===== config.mk =====
export PLATFORM = sky130hd
export DESIGN_NAME = ucb1_bandit_arm_selector_unit
export DESIGN_NICKNAME = d
export VERILOG_FILES = /design/src/ucb_pkg.sv /design/src/ucb_div.sv /design/src/ucb_sqrt.sv /design/src/ucb_ln.sv /design/src/ucb1_bandit_arm_selector_unit.sv
export SDC_FILE = /design/constraint.sdc
export NUM_CORES = 2
export LEC_CHECK = 0
export ABC_AREA = 1
export BUFFER_PORTS_ARGS = -buffer_cell sky130_fd_sc_hd__buf_2
export CAP_MARGIN = 20
export CORE_MARGIN = 8
export CORE_UTILIZATION = 65
export CTS_CLUSTER_DIAMETER = 60
export DETAILED_ROUTE_END_ITERATION = 8
export PLACE_DENSITY = 0.87
export SYNTH_ARGS = -nofsm -noshare
export SYNTH_HDL_FRONTEND = slang
export SYNTH_SLANG_ARGS = --single-unit

===== constraint.sdc =====
create_clock -name clk -period 14.3 [get_ports clk]
set_clock_uncertainty 0.15 [all_clocks]
set_input_delay 0 -clock clk [delete_from_list [all_inputs] [get_ports clk]]
set_output_delay 0 -clock clk [all_outputs]
set_load 0.02 [all_outputs]

===== src/ucb_pkg.sv =====
`timescale 1ns / 1ps
package ucb_pkg;
  localparam int ARMS_DEF       = 10;
  localparam int COUNT_BITS_DEF = 16;

  localparam int Q_W     = 16;  // estimate, Q0.16
  localparam int GAIN_W  = 16;  // gain, Q4.12
  localparam int SCORE_W = 20;  // score, Q4.16
  localparam int LN_W    = 21;  // ln(total), Q.16
  localparam int ROOT_W  = 19;  // sqrt of a 38-bit radicand
  localparam int PROD_W  = GAIN_W + ROOT_W;
  localparam int BONUS_W = PROD_W - 12;

  localparam logic [15:0]        LN2_Q16    = 16'd45426;
  localparam logic [Q_W-1:0]     ONE_Q16    = 16'hFFFF;
  localparam logic [GAIN_W-1:0]  GAIN_RESET = 16'd8192;
  localparam logic [SCORE_W-1:0] SCORE_MAX  = 20'hFFFFF;
endpackage


===== src/ucb_div.sv =====
`timescale 1ns / 1ps
// Restoring divider, one quotient bit per cycle.
module ucb_div #(
  parameter int NW = 21,
  parameter int DW = 16
) (
  input  logic          clk,
  input  logic          rst_n,
  input  logic          start,
  input  logic [NW-1:0] num,
  input  logic [DW-1:0] den,
  output logic          done,
  output logic [NW-1:0] quo
);
  localparam int CNT_W = $clog2(NW + 1);

  logic             busy_r, done_r;
  logic [CNT_W-1:0] cnt_r;
  logic [NW-1:0]    num_r;
  logic [DW:0]      rem_r;
  logic [DW-1:0]    den_r;
  logic [DW:0]      rem_sh, rem_sub;
  logic             ge;

  assign rem_sh  = {rem_r[DW-1:0], num_r[NW-1]};
  assign ge      = rem_sh >= {1'b0, den_r};
  assign rem_sub = rem_sh - {1'b0, den_r};

  always_ff @(posedge clk) begin
    if (!rst_n) begin
      busy_r <= 1'b0;
      done_r <= 1'b0;
      cnt_r  <= '0;
    end else begin
      done_r <= 1'b0;
      if (start) begin
        busy_r <= 1'b1;
        cnt_r  <= CNT_W'(NW);
        num_r  <= num;
        den_r  <= den;
        rem_r  <= '0;
      end else if (busy_r) begin
        rem_r <= ge ? rem_sub : rem_sh;
        num_r <= {num_r[NW-2:0], ge};
        cnt_r <= cnt_r - 1'b1;
        if (cnt_r == CNT_W'(1)) begin
          busy_r <= 1'b0;
          done_r <= 1'b1;
        end
      end
    end
  end

  assign done = done_r;
  assign quo  = num_r;
endmodule


===== src/ucb_sqrt.sv =====
`timescale 1ns / 1ps
// Digit-by-digit integer square root, one result bit per cycle.
module ucb_sqrt #(
  parameter int RW = 19
) (
  input  logic            clk,
  input  logic            rst_n,
  input  logic            start,
  input  logic [2*RW-1:0] rad,
  output logic            done,
  output logic [RW-1:0]   root
);
  localparam int CNT_W = $clog2(RW + 1);

  logic             busy_r, done_r;
  logic [CNT_W-1:0] cnt_r;
  logic [2*RW-1:0]  rad_r;
  logic [RW+1:0]    rem_r;
  logic [RW-1:0]    res_r;
  logic [RW+1:0]    rem_sh, trial;
  logic             ge;

  assign rem_sh = {rem_r[RW-1:0], rad_r[2*RW-1 -: 2]};
  assign trial  = {res_r, 2'b01};
  assign ge     = rem_sh >= trial;

  always_ff @(posedge clk) begin
    if (!rst_n) begin
      busy_r <= 1'b0;
      done_r <= 1'b0;
      cnt_r  <= '0;
    end else begin
      done_r <= 1'b0;
      if (start) begin
        busy_r <= 1'b1;
        cnt_r  <= CNT_W'(RW);
        rad_r  <= rad;
        rem_r  <= '0;
        res_r  <= '0;
      end else if (busy_r) begin
        rem_r <= ge ? rem_sh - trial : rem_sh;
        res_r <= {res_r[RW-2:0], ge};
        rad_r <= {rad_r[2*RW-3:0], 2'b00};
        cnt_r <= cnt_r - 1'b1;
        if (cnt_r == CNT_W'(1)) begin
          busy_r <= 1'b0;
          done_r <= 1'b1;
        end
      end
    end
  end

  assign done = done_r;
  assign root = res_r;
endmodule


===== src/ucb_ln.sv =====
`timescale 1ns / 1ps
// Natural log in Q.16: normalize bit by bit, 16 squarings for log2 fraction,
// then scale by ln 2.
module ucb_ln
  import ucb_pkg::*;
#(
  parameter int CW = COUNT_BITS_DEF
) (
  input  logic            clk,
  input  logic            rst_n,
  input  logic            start,
  input  logic [CW-1:0]   x,
  output logic            done,
  output logic [LN_W-1:0] lnv
);
  typedef enum logic [2:0] {L_IDLE, L_NORM, L_SQ, L_FIX, L_SCALE, L_FIN} ln_state_t;

  ln_state_t        state_r;
  logic             done_r;
  logic [31:0]      m_r;
  logic [4:0]       p_r;
  logic [15:0]      frac_r;
  logic [3:0]       k_r;
  logic [63:0]      prod_r;
  logic [LN_W-1:0]  lnv_r;
  logic [32:0]      t;

  assign t = prod_r[63:31];

  always_ff @(posedge clk) begin
    if (!rst_n) begin
      state_r <= L_IDLE;
      done_r  <= 1'b0;
    end else begin
      done_r <= 1'b0;
      case (state_r)
        L_IDLE: begin
          if (start) begin
            m_r    <= 32'(x);
            p_r    <= 5'd31;
            frac_r <= '0;
            k_r    <= '0;
            if (x == '0) begin
              lnv_r  <= '0;
              done_r <= 1'b1;
            end else begin
              state_r <= L_NORM;
            end
          end
        end
        L_NORM: begin
          if (m_r[31]) begin
            state_r <= L_SQ;
          end else begin
            m_r <= {m_r[30:0], 1'b0};
            p_r <= p_r - 1'b1;
          end
        end
        L_SQ: begin
          prod_r  <= m_r * m_r;
          state_r <= L_FIX;
        end
        L_FIX: begin
          frac_r <= {frac_r[14:0], t[32]};
          m_r    <= t[32] ? t[32:1] : t[31:0];
          k_r    <= k_r + 1'b1;
          state_r <= (k_r == 4'd15) ? L_SCALE : L_SQ;
        end
        L_SCALE: begin
          prod_r  <= 64'({p_r, frac_r} * LN2_Q16);
          state_r <= L_FIN;
        end
        L_FIN: begin
          lnv_r   <= prod_r[16 +: LN_W];
          done_r  <= 1'b1;
          state_r <= L_IDLE;
        end
        default: state_r <= L_IDLE;
      endcase
    end
  end

  assign done = done_r;
  assign lnv  = lnv_r;
endmodule


===== src/ucb1_bandit_arm_selector_unit.sv =====
`timescale 1ns / 1ps
// UCB1 arm selector. One transaction at a time; in_stall is high while busy.
// The estimate update runs a 21-bit serial divide; exploring steps then issue
// directly. Scoring steps add ln plus, per arm, a serial divide, serial root,
// gain multiply and compare. A new transaction is taken only after the output
// handshake of the previous one.
// Reset (synchronous, rst_n low) clears estimates, counts, arm index; gain -> 2.0.
module ucb1_bandit_arm_selector_unit
  import ucb_pkg::*;
#(
  parameter int ARMS       = ARMS_DEF,
  parameter int COUNT_BITS = COUNT_BITS_DEF
) (
  input  logic              clk,
  input  logic              rst_n,
  input  logic              in_valid,
  output logic              in_stall,
  input  logic              in_reward,
  output logic              out_valid,
  input  logic              out_stall,
  output logic [3:0]        out_next_arm,
  output logic              out_exploring,
  output logic [15:0]       out_total_pulls,
  input  logic              cfg_we,
  input  logic [GAIN_W-1:0] cfg_wdata
);
  localparam int AW = $clog2(ARMS);
  localparam int EW = $clog2(ARMS + 1);
  localparam int CW = COUNT_BITS;

  typedef enum logic [3:0] {
    S_IDLE, S_UPD, S_UPD_W, S_LN, S_LN_W, S_DIV, S_DIV_W,
    S_SQ, S_SQ_W, S_MUL, S_ADD, S_OUT
  } state_t;

  state_t              state_r;
  logic [Q_W-1:0]      est_r [ARMS];
  logic [CW-1:0]       cnt_r [ARMS];
  logic [CW-1:0]       total_r;
  logic [AW-1:0]       cur_r, idx_r, best_r, chosen_r;
  logic [EW-1:0]       explored_r;
  logic [GAIN_W-1:0]   gain_r;
  logic                reward_r, explore_r, out_valid_r;
  logic [SCORE_W-1:0]  best_score_r;
  logic [LN_W-1:0]     lnv_r;
  logic [ROOT_W-1:0]   root_r;
  logic [PROD_W-1:0]   prod_r;

  // shared unit hookups
  logic                div_start, div_done, sq_start, sq_done, ln_start, ln_done;
  logic [LN_W-1:0]     div_num, div_quo, ln_out;
  logic [CW-1:0]       div_den;
  logic [ROOT_W-1:0]   sq_root;
  logic [Q_W-1:0]      q_cur, diff;
  logic [SCORE_W+3:0]  score_sum;
  logic [SCORE_W-1:0]  score;
  logic [EW-1:0]       explored_inc;

  assign q_cur     = est_r[cur_r];
  assign diff      = reward_r ? (ONE_Q16 - q_cur) : q_cur;
  assign div_start = (state_r == S_UPD) || (state_r == S_DIV);
  assign div_num   = (state_r == S_UPD) ? LN_W'(diff) : lnv_r;
  assign div_den   = (state_r == S_UPD) ? cnt_r[cur_r] : cnt_r[idx_r];
  assign sq_start  = (state_r == S_SQ);
  assign ln_start  = (state_r == S_LN);

  assign score_sum = (SCORE_W + 4)'(est_r[idx_r]) + (SCORE_W + 4)'(prod_r[PROD_W-1:12]);
  assign score     = (score_sum > (SCORE_W + 4)'(SCORE_MAX)) ? SCORE_MAX
                                                             : score_sum[SCORE_W-1:0];
  assign explored_inc = explored_r + 1'b1;

  ucb_div #(.NW(LN_W), .DW(CW)) u_div (
    .clk, .rst_n, .start(div_start), .num(div_num), .den(div_den),
    .done(div_done), .quo(div_quo)
  );

  ucb_sqrt #(.RW(ROOT_W)) u_sqrt (
    .clk, .rst_n, .start(sq_start), .rad({1'b0, div_quo, 16'b0}),
    .done(sq_done), .root(sq_root)
  );

  ucb_ln #(.CW(CW)) u_ln (
    .clk, .rst_n, .start(ln_start), .x(total_r), .done(ln_done), .lnv(ln_out)
  );

  always_ff @(posedge clk) begin
    if (!rst_n) begin
      state_r     <= S_IDLE;
      cur_r       <= '0;
      explored_r  <= '0;
      total_r     <= '0;
      gain_r      <= GAIN_RESET;
      out_valid_r <= 1'b0;
      for (int i = 0; i < ARMS; i++) begin
        est_r[i] <= '0;
        cnt_r[i] <= '0;
      end
    end else begin
      if (cfg_we) gain_r <= cfg_wdata;
      case (state_r)
        S_IDLE: begin
          if (in_valid) begin
            reward_r <= in_reward;
            if (cnt_r[cur_r] != '1) cnt_r[cur_r] <= cnt_r[cur_r] + 1'b1;
            if (total_r != '1) total_r <= total_r + 1'b1;
            state_r <= S_UPD;
          end
        end
        S_UPD: state_r <= S_UPD_W;
        S_UPD_W: begin
          if (div_done) begin
            est_r[cur_r] <= reward_r ? q_cur + div_quo[Q_W-1:0]
                                     : q_cur - div_quo[Q_W-1:0];
            if (explored_r != EW'(ARMS)) begin
              explored_r <= explored_inc;
              if (explored_inc != EW'(ARMS)) begin
                chosen_r    <= explored_inc[AW-1:0];
                explore_r   <= 1'b1;
                out_valid_r <= 1'b1;
                state_r     <= S_OUT;
              end else begin
                state_r <= S_LN;
              end
            end else begin
              state_r <= S_LN;
            end
          end
        end
        S_LN: state_r <= S_LN_W;
        S_LN_W: begin
          if (ln_done) begin
            lnv_r   <= ln_out;
            idx_r   <= '0;
            state_r <= S_DIV;
          end
        end
        S_DIV: state_r <= S_DIV_W;
        S_DIV_W: if (div_done) state_r <= S_SQ;
        S_SQ: state_r <= S_SQ_W;
        S_SQ_W: begin
          if (sq_done) begin
            root_r  <= sq_root;
            state_r <= S_MUL;
          end
        end
        S_MUL: begin
          prod_r  <= gain_r * root_r;
          state_r <= S_ADD;
        end
        S_ADD: begin
          // strict compare keeps ties on the lower index
          if (idx_r == '0 || score > best_score_r) begin
            best_r       <= idx_r;
            best_score_r <= score;
          end
          if (idx_r == AW'(ARMS - 1)) begin
            chosen_r    <= (idx_r == '0 || score > best_score_r) ? idx_r : best_r;
            explore_r   <= 1'b0;
            out_valid_r <= 1'b1;
            state_r     <= S_OUT;
          end else begin
            idx_r   <= idx_r + 1'b1;
            state_r <= S_DIV;
          end
        end
        S_OUT: begin
          if (!out_stall) begin
            out_valid_r <= 1'b0;
            cur_r       <= chosen_r;
            state_r     <= S_IDLE;
          end
        end
        default: state_r <= S_IDLE;
      endcase
    end
  end

  logic [AW+3:0] arm_ext;
  logic [CW+15:0] total_ext;

  assign arm_ext         = {4'b0, chosen_r};
  assign total_ext       = {16'b0, total_r};
  assign in_stall        = (state_r != S_IDLE);
  assign out_valid       = out_valid_r;
  assign out_next_arm    = arm_ext[3:0];
  assign out_exploring   = explore_r;
  assign out_total_pulls = (total_ext > (CW + 16)'(16'hFFFF)) ? 16'hFFFF : total_ext[15:0];

  a_busy_while_result: assert property (@(posedge clk) disable iff (!rst_n)
    out_valid |-> in_stall) else $error("input taken while result pending");

  a_explore_unpulled: assert property (@(posedge clk) disable iff (!rst_n)
    (out_valid && out_exploring) |-> (cnt_r[chosen_r] == '0))
    else $error("exploring arm already pulled");

  a_score_all_pulled: assert property (@(posedge clk) disable iff (!rst_n)
    (out_valid && !out_exploring) |-> (explored_r == EW'(ARMS)))
    else $error("scored while arms unpulled");
endmodule


==> results.yml <==
status:
  status: "finished clean"
timing:
  fmax_ghz: 0.1172
  fin_crit_sh: 0.5966
  finalSetupTns_ns: 0
  hold_violations: 0
  worstMarginPinSlew_ns: 1.215
  period_needed_ns: 8.531
  fin_ws_ns: 5.769
  rsz0062_at_grt: "false"
  setup_viol: 0
  slew_headroom: 0.1871
  slew_viol_final: 0
global_route:
  busiest_layer: "met2"
  use_met2: 0.5332
  grtUsageTotal: 0.3390
  antenna_found_initial: 7
  grt_max_degree: 100
  grt-ovfl-total: 0
  grtUsageMet1: 0.4299
  grt_pass1_wl_microns: 423500
  grt_pass1_vias: 80087
  gr-usage-met3: 0.09292
placement:
  post-dp-hpwl_microns: 193800
  pre_cts_ws_ns: 5.908
  dp_cells: 12409
  numPortBuffers: 44
  place_congestion: 1.010
route:
  firstDrtPassIters: 9
  first_iter_violations: 10225
  vias: 77714
  wirelength_microns: 270900
  wl_per_cell_microns: 21.37
  drtAntennaViolNets: 0
  drc: 0
  via_per_inst: 6.130
clock_network:
  clock_path_buffers: 3
  cts_buffers: 101
  cts_max_level: 3
  cts_tree: "built"
  clock-sinks: 919
  clkSlewWorstSetupHoldPaths_ns: 0.06
  clk_latency_ns: 0.72
  clock-root-buffer: "clkbuf_16"
  post_cts_buffers: 0
setup_path:
  arrival_ns: 8.70
  crit_slowest_cell: "nor2_2"
  cp_data_required_time_ns: 14.47
  timing.rr.end: "best_score_r[15]"
  startpoint_type: "flip-flop"
  critPathCaptureType: "flip-flop"
  cpMostUsedCell: "nand2_1"
  cpPeakStageDelay_ns: 0.82
  rrSetupSlack_ns: 5.77
  r2r_cells: 28
  cp_max_fo: 56
  critPathKind: "reg -> reg"
worst_hold_path:
  hold_path_class: "in -> reg"
  whs_path_depth: 4
  worstHoldEndpoint: "gain_r[8]"
  worstHoldStart: "cfg_we"
synth:
  synth_cell_types: 63
  synth_most_common_cell: "inv_1"
  ys.warnings.count: 0
  syn-instance-count: 10821
  synth_ff_type: "edfxtp_1"
  seq_area_frac_synth: 0.2876
  synth_edf_count: 848
  syn_area_sq_um: 93490
  synthTopCellsByArea: "edfxtp_1 (27%), fa_1 (25%), inv_1 (9.5%)"
  avgSynthCellArea_sq_um: 8.639
  synth_nets: 12610
  synth_seq_cells: 919
  yosysTopAreaCellShare: 0.2724
  synthArstFlopShare: 0
  synthTopCellsByCount: "inv_1 (2365), nand2_1 (1808), fa_1 (1148), nor2_1 (921), edfxtp_1 (848)"
  synth_area_leader_cell: "edfxtp_1"
floorplan:
  coreArea_sq_um: 143100
  io_pins: 45
  rows: 139
  die_y_microns: 395.2
  initial_utilization: 0.6531
  fp.dieArea_sq_um: 156200
  die_x_microns: 395.2
layout:
  final_cells: 12678
  drive_gt1_frac: 0.04178
  syn_to_final_growth_pct: 6.181
  num-fill-cells: 10060
  regArea_sq_um: 26900
  fin_nets: 12476
  multi_input_area_sq_um: 55630
power:
  p_leak_nw: 47.79
  max-vdd-ir-drop_v: 0.0005916
  pwr_density_cell_nw_per_um2: 238.6
flow_run:
  max_cap_viol_count: 0
-- cells in the final DEF, fill, tap and decap left out, types with 46 or more instances in the layout --
cell type / n
nand3_1: 395
nor2_1: 915
clkbuf_16: 105
fa_1: 1148
nand2_1: 1808
xor2_1: 70
xnor2_1: 46
dfxtp_1: 65
buf_4: 112
o221ai_1: 97
nor3_1: 89
ha_1: 619
a31oi_1: 46
o21ai_0: 822
inv_1: 2361
dlygate4sd3_1: 71
a21oi_1: 579
edfxtp_1: 848
-- power breakdown --
part           total, mW  switching [mW]  internal (mW)
Sequential          3.74           0.104           3.63
Combinational       17.2            11.6           5.58
Clock               2.77            1.16           1.61
-- stage by stage --
stage / hold WS (ns) / utilization / total power, mW / cell area, sq um
finish: 0.1818 / 0.6935 / 23.68 / 99260
global route: 0.2073 / 0.6935 / 25.41 / 99260
CTS: 0.1421 / 0.6928 / 23.20 / 99160
detailed placement: 0.08480 / 0.6634 / 20.33 / 94950
global placement: 0.06864 / 0.6633 / 19.92 / 94950
floorplan: -0.05113 / - / 14.91 / 93490
-- kinds of logic after synthesis --
group | after synthesis | share of synthesized area
buffers and inverters | 2862 | 0.1182
AOI/OAI and AO/OA | 1745 | 0.1030
adders and majority gates | 1767 | 0.3287
DFF | 919 | 0.2876
and+or+nand+nor | 3412 | 0.1516
xor gates and xnor gates | 116 | 0.01087
-- critical path, delay by kind of cell (launching register included) --
kind	cells	cell delay (ns)
xor+xnor	1	0.17
compound gates	2	0.91
buf+inv	5	2.25
fa+ha+maj	3	0.84
flops	1	0.31
simple gates	17	3.40
-- repair_timing --
action | CTS | global route
hold buffers | 71 | 0
hold endpoints to repair | 57 | 0
resized for setup | 0 | 0
setup endpoints to repair | 0 | 0
-- cell type report --
cell class / instances / area share
multi-input cells: 7040 / 0.5604
flip-flops and latches: 919 / 0.2710
inverters: 2392 / 0.09054
clock buffers: 129 / 0.02778
well taps: 1903 / 0.02399
repair buffers: 233 / 0.01869
clock inverters: 58 / 0.007462
diodes: 4 / 0.0001008
-- worst max-delay path by stage --
stage	end	slack (ns)	cells past startpoint
final	best_score_r[15]	5.77	28
after CTS	best_score_r[14]	5.90	29
after floorplan	u_ln.prod_r[62]	7.25	28
after detailed placement	best_score_r[15]	5.91	29
after global placement	best_score_r[14]	5.91	30
after global routing	best_score_r[14]	5.13	29
-- flip-flops by register name, indices dropped and copies added (netlist names), 19 cells and up, named ones only --
name	count
u_div.quo	21
u_ln.m_r	32
best_score_r	20
u_sqrt.root	19
cnt_r	256
est_r	256
lnv_r	21
u_sqrt.rem_r	19
u_ln.prod_r	48
u_ln.lnv	21
prod_r	23
u_sqrt.rad_r	22
root_r	19
-- per-layer routing --
metal,vias up,part of all wire
li1,33822,-
met1,36745,0.35
met2,5764,0.45
met3,1375,0.14
met4,8,0.064
met5,-,0.00017
No activity file was read; power rests on OpenSTA's default activity.
